==> config.mk <==
export PLATFORM = sky130hd
export DESIGN_NAME = humidity_temp_frame_decoder
export DESIGN_NICKNAME = d
export VERILOG_FILES = /design/src/rtl/htfd_pkg.sv /design/src/rtl/htfd_front.sv /design/src/rtl/htfd_queue.sv /design/src/rtl/htfd_conv.sv /design/src/rtl/humidity_temp_frame_decoder.sv
export SDC_FILE = /design/constraint.sdc
export NUM_CORES = 1
export LEC_CHECK = 0
export BUFFER_PORTS_ARGS = -buffer_cell sky130_fd_sc_hd__clkbuf_2
export CORE_AREA = 2 2 212 214
export DETAILED_ROUTE_END_ITERATION = 6
export DIE_AREA = 0 0 214 216
export PLACE_DENSITY = 0.72
export RECOVER_POWER = 100
export SETUP_SLACK_MARGIN = 0.15
export SLEW_MARGIN = 20
export SYNTH_ARGS = -nofsm -noshare
export SYNTH_HDL_FRONTEND = slang
export SYNTH_SLANG_ARGS = --single-unit
==> constraint.sdc <==
create_clock -name clk -period 8.6 [get_ports clk]
set_input_delay 0.86 -clock clk [delete_from_list [all_inputs] [get_ports clk]]
set_output_delay 0.86 -clock clk [all_outputs]
set_load 0.02 [all_outputs]
==> src/rtl/htfd_pkg.sv <==
package htfd_pkg;

	localparam logic [7:0] CRC_INIT = 8'hFF;
	localparam logic [7:0] CRC_POLY = 8'h31;

	// Byte positions within the six-byte frame
	localparam logic [2:0] BYTE_T_HI  = 3'd0;
	localparam logic [2:0] BYTE_T_LO  = 3'd1;
	localparam logic [2:0] BYTE_T_CRC = 3'd2;
	localparam logic [2:0] BYTE_H_HI  = 3'd3;
	localparam logic [2:0] BYTE_H_LO  = 3'd4;
	localparam logic [2:0] BYTE_H_CRC = 3'd5;

	// Conversion scale factors
	localparam logic [14:0] TEMP_SPAN   = 15'd17500;
	localparam logic [13:0] HUM_SPAN    = 14'd10000;
	localparam logic [15:0] TEMP_OFFSET = 16'd4500;
	localparam logic [16:0] FULL_SCALE  = 17'd65535;

	typedef struct packed {
		logic [15:0] raw_t;
		logic [15:0] raw_h;
		logic        t_ok;
		logic        h_ok;
	} frame_rec_t;

	typedef struct packed {
		logic       valid;
		frame_rec_t rec;
	} frame_push_t;

	typedef struct packed {
		logic full;
		logic empty;
	} queue_stat_t;

	// One byte of CRC-8, MSB first, no reflection
	function automatic logic [7:0] crc8_byte(input logic [7:0] crc_in, input logic [7:0] b);
		logic [7:0] c;
		c = crc_in ^ b;
		for (int i = 0; i < 8; i++) begin
			if (c[7]) begin
				c = {c[6:0], 1'b0} ^ CRC_POLY;
			end else begin
				c = {c[6:0], 1'b0};
			end
		end
		return c;
	endfunction

endpackage

==> src/rtl/htfd_front.sv <==
module htfd_front (
	input  logic                   clk,
	input  logic                   arst_n,
	input  logic                   beat_ok,
	input  logic                   first_byte,
	input  logic [7:0]             rx_byte,
	output htfd_pkg::frame_push_t  push
);
	import htfd_pkg::*;

	logic [2:0]  count_q;
	logic [7:0]  crc_q;
	logic [15:0] temp_word_q;
	logic [15:0] hum_word_q;
	logic        temp_ok_q;
	logic [2:0]  idx;

	// Restart on the flag; treat an impossible count as byte zero
	always_comb begin
		if (first_byte || (count_q > BYTE_H_CRC)) begin
			idx = BYTE_T_HI;
		end else begin
			idx = count_q;
		end
	end

	always_ff @(posedge clk or negedge arst_n) begin
		if (!arst_n) begin
			count_q     <= BYTE_T_HI;
			crc_q       <= CRC_INIT;
			temp_word_q <= '0;
			hum_word_q  <= '0;
			temp_ok_q   <= 1'b0;
		end else if (beat_ok) begin
			case (idx)
				BYTE_T_HI: begin
					crc_q             <= crc8_byte(CRC_INIT, rx_byte);
					temp_word_q[15:8] <= rx_byte;
				end
				BYTE_H_HI: begin
					crc_q            <= crc8_byte(CRC_INIT, rx_byte);
					hum_word_q[15:8] <= rx_byte;
				end
				BYTE_T_LO: begin
					crc_q            <= crc8_byte(crc_q, rx_byte);
					temp_word_q[7:0] <= rx_byte;
				end
				BYTE_H_LO: begin
					crc_q           <= crc8_byte(crc_q, rx_byte);
					hum_word_q[7:0] <= rx_byte;
				end
				BYTE_T_CRC: begin
					temp_ok_q <= (crc_q == rx_byte);
				end
				default: begin
				end
			endcase
			if (idx == BYTE_H_CRC) begin
				count_q <= BYTE_T_HI;
			end else begin
				count_q <= idx + 3'd1;
			end
		end
	end

	always_comb begin
		push.valid     = beat_ok && (idx == BYTE_H_CRC);
		push.rec.raw_t = temp_word_q;
		push.rec.raw_h = hum_word_q;
		push.rec.t_ok  = temp_ok_q;
		push.rec.h_ok  = (crc_q == rx_byte);
	end

endmodule

==> src/rtl/htfd_queue.sv <==
module htfd_queue #(
	parameter int DEPTH = 4
) (
	input  logic                   clk,
	input  logic                   arst_n,
	input  htfd_pkg::frame_push_t  push,
	input  logic                   pop,
	output htfd_pkg::frame_rec_t   head,
	output htfd_pkg::queue_stat_t  stat
);
	import htfd_pkg::*;

	localparam int PW = (DEPTH > 1) ? $clog2(DEPTH) : 1;
	localparam int CW = $clog2(DEPTH + 1);
	localparam logic [PW-1:0] LAST = PW'(DEPTH - 1);
	localparam logic [CW-1:0] FULL_CNT = CW'(DEPTH);

	frame_rec_t    slot_q [DEPTH];
	logic [PW-1:0] wr_ptr_q;
	logic [PW-1:0] rd_ptr_q;
	logic [CW-1:0] cnt_q;
	logic          do_push;
	logic          do_pop;

	assign stat.full  = (cnt_q == FULL_CNT);
	assign stat.empty = (cnt_q == '0);
	assign do_push    = push.valid && !stat.full;
	assign do_pop     = pop && !stat.empty;
	assign head       = slot_q[rd_ptr_q];

	always_ff @(posedge clk) begin
		if (do_push) begin
			slot_q[wr_ptr_q] <= push.rec;
		end
	end

	always_ff @(posedge clk or negedge arst_n) begin
		if (!arst_n) begin
			wr_ptr_q <= '0;
			rd_ptr_q <= '0;
			cnt_q    <= '0;
		end else begin
			if (do_push) begin
				wr_ptr_q <= (wr_ptr_q == LAST) ? '0 : wr_ptr_q + PW'(1);
			end
			if (do_pop) begin
				rd_ptr_q <= (rd_ptr_q == LAST) ? '0 : rd_ptr_q + PW'(1);
			end
			if (do_push && !do_pop) begin
				cnt_q <= cnt_q + CW'(1);
			end else if (do_pop && !do_push) begin
				cnt_q <= cnt_q - CW'(1);
			end
		end
	end

endmodule

==> src/rtl/htfd_conv.sv <==
module htfd_conv (
	input  logic                  clk,
	input  logic                  arst_n,
	input  logic                  q_valid,
	input  htfd_pkg::frame_rec_t  q_rec,
	output logic                  pop,
	output logic                  m_tvalid,
	input  logic                  m_tready,
	output logic [63:0]           m_tdata
);
	import htfd_pkg::*;

	logic        valid_s1;
	frame_rec_t  rec_s1;
	logic [30:0] prod_t_s1;
	logic [29:0] prod_h_s1;
	logic        s1_adv;
	logic        out_adv;

	logic [14:0] q1_t;
	logic [13:0] q1_h;
	logic [16:0] rem_t;
	logic [16:0] rem_h;
	logic [14:0] quo_t;
	logic [13:0] quo_h;
	logic [15:0] temp_sum;

	logic        m_valid_q;
	logic [63:0] m_data_q;

	assign out_adv = !m_valid_q || m_tready;
	assign s1_adv  = !valid_s1 || out_adv;
	assign pop     = q_valid && s1_adv;

	// Stage 1: scale the raw words
	always_ff @(posedge clk or negedge arst_n) begin
		if (!arst_n) begin
			valid_s1 <= 1'b0;
		end else if (s1_adv) begin
			valid_s1 <= q_valid;
		end
	end

	always_ff @(posedge clk) begin
		if (pop) begin
			rec_s1    <= q_rec;
			prod_t_s1 <= 31'(q_rec.raw_t) * 31'(TEMP_SPAN);
			prod_h_s1 <= 30'(q_rec.raw_h) * 30'(HUM_SPAN);
		end
	end

	// Divide by 65535: estimate with >>16, then one correction step
	always_comb begin
		q1_t     = prod_t_s1[30:16];
		q1_h     = prod_h_s1[29:16];
		rem_t    = 17'(prod_t_s1[15:0]) + 17'(q1_t);
		rem_h    = 17'(prod_h_s1[15:0]) + 17'(q1_h);
		quo_t    = q1_t + 15'(rem_t >= FULL_SCALE);
		quo_h    = q1_h + 14'(rem_h >= FULL_SCALE);
		temp_sum = 16'(quo_t) - TEMP_OFFSET;
	end

	// Output register
	always_ff @(posedge clk or negedge arst_n) begin
		if (!arst_n) begin
			m_valid_q <= 1'b0;
		end else if (out_adv) begin
			m_valid_q <= valid_s1;
		end
	end

	always_ff @(posedge clk) begin
		if (out_adv && valid_s1) begin
			m_data_q <= {rec_s1.t_ok & rec_s1.h_ok, rec_s1.h_ok, rec_s1.t_ok,
			             rec_s1.raw_h, rec_s1.raw_t, quo_h, temp_sum[14:0]};
		end
	end

	assign m_tvalid = m_valid_q;
	assign m_tdata  = m_data_q;

endmodule

==> src/rtl/humidity_temp_frame_decoder.sv <==
// Humidity and temperature frame decoder. Feed the sensor's six-byte frame
// (T_hi T_lo T_crc H_hi H_lo H_crc) one byte per beat on the s_ side; set
// s_tuser on the first byte to restart framing, otherwise the byte counter
// wraps after the sixth byte on its own. Each byte pair is checked with
// CRC-8 (poly 0x31, init 0xFF) against its third byte. After the sixth byte
// one beat appears on the m_ side with the converted temperature
// (-4500 + floor(17500*raw/65535), hundredths of deg C), the humidity
// (floor(10000*raw/65535), hundredths of percent), both raw words and the
// CRC flags; a bad CRC still produces a result, flagged. Input takes one
// byte every cycle while s_tready is high: the CRC of a byte is finished
// in the cycle it is accepted. Finished frames go into a QUEUE_DEPTH-entry
// queue; the converter drains it at one frame per cycle unless m_tready
// holds it back, and a frame leaving the queue passes one multiply stage,
// then the divide-by-65535 correction into the output register, before it
// shows on m_. s_tready drops only while that queue is full.
module humidity_temp_frame_decoder #(
	parameter int QUEUE_DEPTH = 4
) (
	input  logic        clk,
	input  logic        arst_n,
	input  logic        s_tvalid,
	output logic        s_tready,
	input  logic [7:0]  s_tdata,   // [7:0] rx_byte
	input  logic        s_tuser,   // [0] first_byte
	output logic        m_tvalid,
	input  logic        m_tready,
	output logic [63:0] m_tdata    // [14:0] temperature_centi, [28:15] humidity_centi,
	                               // [44:29] raw_temperature, [60:45] raw_humidity,
	                               // [61] temp_crc_ok, [62] hum_crc_ok, [63] frame_ok
);
	import htfd_pkg::*;

	frame_push_t push;
	frame_rec_t  head;
	queue_stat_t stat;
	logic        pop;
	logic        beat_ok;

	// Hold off the sender only while the queue has no room
	assign s_tready = !stat.full;
	assign beat_ok  = s_tvalid && s_tready;

	// Front: framing, CRC and raw word capture
	htfd_front u_front (
		.clk        (clk),
		.arst_n     (arst_n),
		.beat_ok    (beat_ok),
		.first_byte (s_tuser),
		.rx_byte    (s_tdata),
		.push       (push)
	);

	// Decouple frame capture from conversion
	htfd_queue #(
		.DEPTH (QUEUE_DEPTH)
	) u_queue (
		.clk    (clk),
		.arst_n (arst_n),
		.push   (push),
		.pop    (pop),
		.head   (head),
		.stat   (stat)
	);

	// Back: scale, divide and drive the result beat
	htfd_conv u_conv (
		.clk      (clk),
		.arst_n   (arst_n),
		.q_valid  (!stat.empty),
		.q_rec    (head),
		.pop      (pop),
		.m_tvalid (m_tvalid),
		.m_tready (m_tready),
		.m_tdata  (m_tdata)
	);

	// A finished frame never meets a full queue
	a_no_overflow: assert property (@(posedge clk) disable iff (!arst_n)
		push.valid |-> !stat.full)
		else $error("frame pushed into full queue");

	// The queue is never both full and empty
	a_queue_stat: assert property (@(posedge clk) disable iff (!arst_n)
		!(stat.full && stat.empty))
		else $error("queue status inconsistent");

	// frame_ok is the AND of both CRC flags
	a_frame_ok: assert property (@(posedge clk) disable iff (!arst_n)
		m_tvalid |-> (m_tdata[63] == (m_tdata[61] & m_tdata[62])))
		else $error("frame_ok mismatch");

	// Humidity never exceeds full scale
	a_hum_range: assert property (@(posedge clk) disable iff (!arst_n)
		m_tvalid |-> (m_tdata[28:15] <= 14'd10000))
		else $error("humidity out of range");

endmodule
==> metrics.md, run 1 <==
| Metric | Value |
|---|---|
| Post-Syn Nets | `1,754` |
| Tmin final | `6.94 ns` |
| Compound-gate portion of the synthesized area | `6.40%` |
| Post-Synth Simple-Gate Area | `5.09%` |
| Core area | `43,800 um2` |
| Synthesis Warnings | `0` |
| Mux cell area share after synthesis | `6.26%` |
| Area Overhead vs Synth | `11.2%` |
| Slew Limit Headroom | `-107%` |
| Skew final | `0.0218 ns` |
| Die ar. | `46,200 um2` |
| Final setup fails | `0` |
| Worst-margin pin slew | `3.10 ns` |
| Failing checks | `capacitance limit, slew limit` |
| I/O Buffers | `78` |
| Clock insertion delay at the later pin of the skew report | `0.56 ns` |
| Crit path required time | `8.99 ns` |
| Nets | `1,852` |
| H-tree levels | `2` |
| Layout cells sized above 1 | `9.93%` |
| Max-Cap Viols | `9` |
| Total CTS buffers | `37` |
| Vias in the first global route | `11.8k` |
| Vias after detailed routing | `11.1k` |
| CTS sink count | `337` |
| Final RePlAce weighted congestion | `0.864` |
| Ports | `79` |
| Setup TNS Final | `0 ns` |
| Initial Utilization | `44.5%` |
| Top-area cell type share of the netlist area | `43.7%` |
| Post-synth ARST share | `15.7%` |
| DPL Wire Length | `26,500 um` |
| Vias per cell | `5.13` |
| Synth Flop Type | `edfxtp_1` |
| DR top layer | `met4` |
| Worst Setup End Kind | `register` |
| CTS root buffer | `clkbuf_16` |
| Ratio of final minimum period to clock period | `80.7%` |
| DR DRC count | `0` |
| Die width | `214 um` |
| Top cells by count, synth | `284 x edfxtp_1, 223 x inv_1, 202 x ha_1` |
| Slew Limit Fails | `367` |
| Most frequent cell after synthesis | `edfxtp_1` |
| Die height | `216 um` |
| Status | `finished, violations left` |
| Hold buffers post-CTS | `0` |
| Startpoint Class | `register` |
| Netlist Area Pre-Place | `19,500 um2` |
| Reg area | `9860 um2` |
| Maximum clock rate | `144 MHz` |
| First-pass GRT wire length | `61,000 um` |
| Antenna violations before repair | `0` |
| Fillers | `3,768` |
| WS Path Type | `register to register` |
| Cell count after synthesis | `1,456` |
| Post-CTS Setup Repair Bufs | `0` |
| Global Route Usage Sum | `16.6%` |
| CTS Buffer Depth | `3` |
| DR pass1 iterations | `5` |
| Unrepaired setup endpoints after global routing | `no` |
| Adder-cell area share of the yosys netlist | `21.5%` |
| CTS tree | `built` |
| Worst-path fanout max | `28` |
| Largest net degree at the start of global routing | `58` |
| GRT overflow | `0` |
| Yosys top cell by area | `edfxtp_1` |
| Rows | `77` |
| Reg clk slew, reported paths | `0.06 ns` |
| Post-synthesis xor/xnor area fraction | `5.28%` |
| Data arrival, critical path | `7.33 ns` |
| Met3 Routed Length | `1140 um` |
| Hold Path Class | `register to register` |
| Register area share after synthesis | `50.5%` |
| Routed len/inst | `17.0 um` |
| ANT nets after route | `0` |
| Post-synth EDFFs | `284` |
| Post-cts resize count | `0` |
| Initial DRC Count | `608` |
| Post-synth cell types | `68` |
| Metal2 WL | `18,300 um` |
| Syn Area/Cell | `13.4 um2` |
| N_diodes | `0` |
| Met1 WL | `16,800 um` |
| Final wirelength | `37,000 um` |
| Final Hold Fails | `0` |
| #FFs+latches synth | `337` |
| Area used by multi-input combinational logic | `8690 um2` |
| Largest cells by area after synthesis | `edfxtp_1 44%, ha_1 13%, fa_1 8.5%` |
| Largest family of logic cells by synthesized area | `adder cells` |
[metal layers]
| metal | GRT usage [%] | up-vias |
|---|---|---|
| met5 | 0 | - |
| met4 | 5.41 | 0 |
| met3 | 2.40 | 52 |
| met2 | 28.5 | 168 |
| met1 | 21.6 | 5542 |
| li1 | - | 5384 |
[cells by family after synthesis]
kind of cell / Yosys count
AO/OA/AOI/OAI: 195
XOR/XNOR: 113
adder cells (fa/ha/maj): 285
buffers and inverters: 252
flip-flops: 337
multiplexers: 75
AND/OR/NAND/NOR: 199
[path summary, 6_finish.rpt]
| check | from | to | slack, ns | cells after the start |
|---|---|---|---|---|
| hold reg to reg | u_conv.rec_s1[6] | u_conv.m_tdata[49] | 0.42 | 0 |
| hold / removal | u_conv.rec_s1[6] | u_conv.m_tdata[49] | 0.42 | 0 |
| min in group asynchronous | arst_n | u_conv.valid_s1 | 1.39 | 2 |
| setup reg to reg | u_queue.rd_ptr_q[0] | u_conv.prod_h_s1[24] | 1.66 | 19 |
| setup / recovery | u_queue.rd_ptr_q[0] | u_conv.prod_h_s1[24] | 1.66 | 19 |
| max in group asynchronous | arst_n | u_front.temp_word_q[0] | 5.50 | 2 |
[stage by stage]
| stage | std cells | utilization (%) | area, um2 | setup WS, ns | hold WS [ns] |
|---|---|---|---|---|---|
| floorplan | 1456 | - | 19500 | 2.04 | 0.400 |
| global placement | 2107 | 47.0 | 20600 | 2.35 | 0.402 |
| detailed placement | 2107 | 47.0 | 20600 | 2.25 | 0.406 |
| CTS | 2173 | 49.8 | 21800 | 2.22 | 0.420 |
| global route | 2173 | 49.5 | 21700 | 1.16 | 0.424 |
| finish | 2173 | 49.5 | 21700 | 1.66 | 0.419 |
[area by class of cell]
cell class | instances | area share, %
tap | 592 | 3.41
timing repair buffer | 88 | 1.62
sequential | 337 | 45.4
inverter | 223 | 3.86
clock inverter | 18 | 0.957
clock buffer | 48 | 4.69
multi-input combinational | 867 | 40.0
[cell usage in the layout (no fill, tap or decap), drive strengths merged, types with 3 or more instances in the layout]
cell / instances
clkinv: 12
nor2: 47
nand2b: 8
a21o: 22
or2: 4
inv: 226
o31ai: 3
nor2b: 12
nor4: 7
nand2: 51
o21a: 12
xor2: 31
xnor2: 81
or4: 3
clkbuf: 134
o211ai: 7
nand3: 17
and3: 9
mux2i: 4
ha: 202
o21ai: 41
edfxtp: 284
o221ai: 3
nand4: 9
a31oi: 5
dfrtp: 45
and2: 11
o21bai: 4
a2111oi: 3
a41oi: 3
mux4: 34
dfstp: 8
a211oi: 10
mux2: 37
fa: 83
a21oi: 59
nor3: 12
[state kept, by name, indices dropped and copies added (netlist names)]
register,flops
u_queue.slot_q,136
u_conv.m_tdata,64
u_conv.rec_s1,34
u_conv.prod_t_s1,28
u_conv.prod_h_s1,22
u_front.hum_word_q,16
u_front.temp_word_q,16
u_front.crc_q,8
u_front.count_q,3
u_queue.cnt_q,3
u_queue.rd_ptr_q,2
u_queue.wr_ptr_q,2
u_conv.m_tvalid,1
u_conv.valid_s1,1
u_front.temp_ok_q,1
[worst max-delay path: stages (launching register included)]
cell and delay, ns:
dfrtp_1 1.46, buf_4 0.44, mux4_2 0.65, fa_1 0.46
ha_1 0.28, inv_1 0.05, fa_1 0.52, inv_1 0.04
ha_1 0.26, inv_1 0.05, fa_1 0.50, inv_1 0.04
ha_1 0.32, o21a_1 0.14, o21a_1 0.17, o21ai_0 0.36
a2bb2oi_1 0.37, nand3_1 0.16, a2111o_1 0.39, o211ai_1 0.09
Power of run 1 is not shown: default switching activity piles up to over one toggle a cycle in this logic, so the estimate is an artifact.
==> run 2: changes to the inputs <==
==> constraint.sdc (replaced) <==
create_clock -name clk -period 6.9 [get_ports clk]
set_input_delay 0.69 -clock clk [delete_from_list [all_inputs] [get_ports clk]]
set_output_delay 0.69 -clock clk [all_outputs]
set_load 0.02 [all_outputs]
==> metrics.md, run 2 (synthesis gave the netlist of run 1 again) <==
| Metric | Value |
|---|---|
| Max-Cap Viols | `8` |
| RR Startpoint | `u_queue.rd_ptr_q[0]` |
| Most frequent cells in the layout | `284 x edfxtp_1, 223 x inv_1, 202 x ha_1` |
| Final Hold Fails | `0` |
| Reg clk slew, reported paths | `0.06 ns` |
| Antenna violations before repair | `0` |
| Startpoint Class | `register` |
| DR DRC count | `0` |
| Worst path top cell family by delay | `adder cells` |
| Crit path largest cell delay | `0.66 ns` |
| Final wirelength | `37,400 um` |
| Layout cells sized above 1 | `10.3%` |
| WS Path Type | `register to register` |
| Largest Register | `u_queue.slot_q` |
| CTS tree | `built` |
| Skew final | `0.0225 ns` |
| Hold Path Class | `primary input to register` |
| Vias per cell | `5.17` |
| I/O Buffers | `78` |
| Routed len/inst | `17.2 um` |
| Crit path required time | `7.28 ns` |
| ANT nets after route | `0` |
| Maximum clock rate | `166 MHz` |
| Worst-path fanout max | `14` |
| Core area | `43,800 um2` |
| Final RePlAce weighted congestion | `0.843` |
| Clock insertion delay at the later pin of the skew report | `0.55 ns` |
| Worst Setup End Kind | `register` |
| Slew Limit Fails | `338` |
| Area Overhead vs Synth | `11.6%` |
| Vias after detailed routing | `11.3k` |
| CP max stage cell | `dfrtp_2` |
| GRT overflow | `0` |
| Die width | `214 um` |
| CTS root buffer | `clkbuf_16` |
| DR pass1 iterations | `5` |
| Initial DRC Count | `731` |
| DPL Wire Length | `26,500 um` |
| First-pass GRT wire length | `61,500 um` |
| CP Buf/Inv Count | `5` |
| Rows | `77` |
| Global Route Usage Sum | `16.7%` |
| Largest net degree at the start of global routing | `67` |
| Total CTS buffers | `38` |
| Worst-margin pin slew | `3.23 ns` |
| Setup TNS Final | `0 ns` |
| H-tree levels | `2` |
| Tmin final | `6.03 ns` |
| Final setup fails | `0` |
| Die height | `216 um` |
| Nets | `1,854` |
| Ratio of final minimum period to clock period | `87.4%` |
| Crit-path most repeated cell | `inv_1` |
| Failing checks | `capacitance limit, slew limit` |
| Post-cts resize count | `0` |
| CTS Buffer Depth | `3` |
| Top Registers | `u_queue.slot_q (136), u_conv.m_tdata (64), u_conv.rec_s1 (34)` |
| Unrepaired setup endpoints after global routing | `no` |
| N_diodes | `0` |
| Initial Utilization | `44.5%` |
| Slew Limit Headroom | `-116%` |
| Data arrival, critical path | `6.42 ns` |
| Commonest non-fill, non-tap cell in the layout | `edfxtp_1` |
| Vias in the first global route | `11.8k` |
| Status | `finished, violations left` |
| Worst Hold Launch | `m_tready` |
| Worst path cell trace | `buf_4 > mux4_2 > fa_1 > ha_1 > inv_1 > fa_1 > inv_1 > ha_1 > inv_1 > fa_1 > inv_1 > ha_1 > o21a_1 > o21a_1 > o21ai_0 > a2bb2oi_1 > nand3_1 > a2111o_1 > o211ai_1` |
| Ports | `79` |
| Die ar. | `46,200 um2` |
| CTS sink count | `337` |
| Post-CTS Setup Repair Bufs | `0` |
| Hold buffers post-CTS | `0` |
| Max reg flops | `136` |
| Critical Path Start | `u_queue.rd_ptr_q[0]` |
-- run 2: routing by layer --
| layer | track usage [%] | up-vias | routed length [um] |
|---|---|---|---|
| li1 | - | 5397 | - |
| met1 | 22.2 | 5545 | 16900 |
| met2 | 27.8 | 249 | 17700 |
| met3 | 2.54 | 72 | 1650 |
| met4 | 6.53 | 0 | 1210 |
| met5 | 0 | - | 0 |
-- run 2: final timing paths --
check	end	slack, ns	cells past startpoint
min in group asynchronous	u_conv.m_tvalid	1.22	2
hold reg to reg	u_conv.m_tdata[43]	0.42	0
setup / recovery	u_conv.prod_h_s1[24]	0.87	19
setup reg to reg	u_conv.prod_h_s1[24]	0.87	19
max in group asynchronous	u_queue.rd_ptr_q[0]	3.70	2
hold / removal	u_conv.valid_s1	0.41	4
-- run 2: per-stage QoR --
step                      std cells  hold slack (ns)  area (um2)  worst slack [ns]  utilization [%]
after detailed placement       2108            0.405       20600             0.912             47.0
after global placement         2108            0.401       20600              1.05             47.0
after floorplan                1456            0.394       19500             0.512                -
final                          2178            0.409       21800             0.867             49.7
after global routing           2178            0.406       21800             0.513             49.7
after CTS                      2178            0.286       21900             0.905             50.0
-- run 2: final cells by class --
cell class                      count  area, um2
Fill cell                        3711      22000
Timing Repair Buffer               89        364
Sequential cell                   337       9870
Inverter                          223        837
Clock buffer                       43       1000
Multi-Input combinational cell    867       8680
Clock inverter                     27        298
Tap cell                          592        741
-- run 2: worst min-delay path, cell delays in order --
cell      delay, ns
clkbuf_2       0.08
nor2b_1        0.05
nand2_1        0.05
nand2_1        0.05
Power of run 2 is left out for the same reason.
==> run 3: changes to the inputs <==
==> constraint.sdc (replaced) <==
create_clock -name clk -period 7.8 [get_ports clk]
set_input_delay 0.78 -clock clk [delete_from_list [all_inputs] [get_ports clk]]
set_output_delay 0.78 -clock clk [all_outputs]
set_load 0.02 [all_outputs]
==> metrics.md, run 3 (synthesis gave the netlist of run 1 again) <==
| Metric | Value |
|---|---|
| Initial DRC Count | `720` |
| DPL Wire Length | `26,200 um` |
| Startpoint Class | `register` |
| Maximum clock rate | `152 MHz` |
| DR DRC count | `0` |
| Layout cells sized above 1 | `9.96%` |
| Crit path required time | `8.14 ns` |
| Flop-to-flop setup slack | `1.23 ns` |
| Largest net degree at the start of global routing | `54` |
| Final Hold Fails | `0` |
| Ratio of final minimum period to clock period | `84.2%` |
| Largest Register | `u_queue.slot_q` |
| Top Registers | `u_queue.slot_q (136), u_conv.m_tdata (64), u_conv.rec_s1 (34)` |
| CTS sink count | `337` |
| Nets | `1,854` |
| Hold worst-path end | `u_conv.m_tdata[60]` |
| Unrepaired setup endpoints after global routing | `no` |
| Post-cts resize count | `0` |
| Initial Utilization | `44.5%` |
| CTS Buffer Depth | `3` |
| Die ar. | `46,200 um2` |
| Fillers | `3,703` |
| Worst r2r path cells | `16` |
| CTS tree | `built` |
| Post-route cell area | `21,700 um2` |
| Cell Area, Placed | `20,600 um2` |
| Core area | `43,800 um2` |
| Die width | `214 um` |
| Final setup fails | `0` |
| First-pass GRT wire length | `60,200 um` |
| Final core utilization | `49.6%` |
| ANT nets after route | `0` |
| Vias in the first global route | `11.5k` |
| Max reg flops | `136` |
| Slew Limit Fails | `363` |
| DR pass1 iterations | `5` |
| Data arrival, critical path | `6.91 ns` |
| N_diodes | `0` |
| Most frequent cells in the layout | `284 x edfxtp_1, 223 x inv_1, 202 x ha_1` |
| Routed len/inst | `16.8 um` |
| Final wirelength | `36,600 um` |
| Setup TNS Final | `0 ns` |
| Die height | `216 um` |
| Antenna violations before repair | `0` |
| RR Startpoint | `u_queue.rd_ptr_q[0]` |
| Hold Path Class | `register to register` |
| Vias per cell | `5.08` |
| Post-CTS Setup Repair Bufs | `0` |
| I/O Buffers | `78` |
| Hold buffers post-CTS | `0` |
| Failing checks | `capacitance limit, slew limit` |
| Clock insertion delay at the later pin of the skew report | `0.54 ns` |
| Total CTS buffers | `38` |
| Worst Setup End Kind | `register` |
| Tmin final | `6.57 ns` |
| Worst Hold Launch | `u_conv.rec_s1[17]` |
| Global Route Usage Sum | `16.3%` |
| Hold Path Cell Cnt | `0` |
| Worst-path fanout max | `24` |
| Vias after detailed routing | `11.1k` |
| Max-Cap Viols | `9` |
| Final RePlAce weighted congestion | `0.829` |
| Non-filler instance count after layout | `2,178` |
| Area Overhead vs Synth | `11.4%` |
| Status | `finished, violations left` |
| H-tree levels | `2` |
| Commonest non-fill, non-tap cell in the layout | `edfxtp_1` |
| R2r endpoint | `u_conv.prod_h_s1[28]` |
| Skew final | `0.0233 ns` |
| Inst Count DP | `2,108` |
| WS Path Type | `register to register` |
| GRT overflow | `0` |
| CTS root buffer | `clkbuf_16` |
| Worst-margin pin slew | `3.08 ns` |
| Ports | `79` |
| Slew Limit Headroom | `-106%` |
| Reg clk slew, reported paths | `0.06 ns` |
| Rows | `77` |
[run 3: cell count changes in the layout (fill, tap and decap cells not counted), sizes merged]
cell | before | now
clkbuf | 128 | 138
clkinv | 17 | 12
bufinv | 5 | 3
clkinvlp | 2 | 0
buf | 4 | 3
[run 3: area by class of cell]
type | instances | area (um2) | area share, %
timing repair buffer | 89 | 359 | 1.65
multi-input combinational | 867 | 8690 | 40.0
clock inverter | 18 | 200 | 0.921
clock buffer | 52 | 1050 | 4.85
inverter | 223 | 837 | 3.85
tap | 592 | 741 | 3.41
sequential | 337 | 9860 | 45.4
[run 3: critical path: stages (launching register included)]
cell and delay [ns]:
dfrtp_1 1.36, buf_4 0.47, mux4_2 0.67, fa_1 0.47, ha_1 0.31, fa_1 0.48, ha_1 0.29, inv_1 0.05
fa_1 0.49, inv_1 0.04, ha_1 0.21, nor4_1 0.22, o211ai_1 0.17, o21ai_0 0.20, a2bb2oi_1 0.36, o221ai_1 0.23
o311ai_0 0.35
[run 3: worst max-delay path by stage]
stage          slack (ns)                   end  cells past startpoint           startpoint
2_1_floorplan        1.32      u_queue.cnt_q[1]                      7             m_tready
3_3_place_gp         1.75  u_conv.prod_t_s1[23]                     18  u_queue.rd_ptr_q[0]
3_5_place_dp         1.63  u_conv.prod_h_s1[28]                     16  u_queue.rd_ptr_q[0]
4_1_cts              1.62  u_conv.prod_h_s1[28]                     16  u_queue.rd_ptr_q[0]
5_1_grt              0.73  u_conv.prod_h_s1[28]                     15  u_queue.rd_ptr_q[0]
6_report             1.23  u_conv.prod_h_s1[28]                     16  u_queue.rd_ptr_q[0]
[run 3: layer usage]
metal,vias to the layer above,GRT usage (%),routed length (um)
met3,47,2.58,1420
met4,0,4.99,770
met5,-,0,0
li1,5386,-,-
met2,191,28.2,17900
met1,5447,21.1,16500
[run 3: per-stage QoR]
stage | hold slack (ns) | setup WS, ns
floorplan | 0.400 | 1.32
global placement | 0.403 | 1.75
detailed placement | 0.405 | 1.63
CTS | 0.378 | 1.62
global route | 0.420 | 0.728
finish | 0.414 | 1.23
Power of run 3 is left out for the same reason.
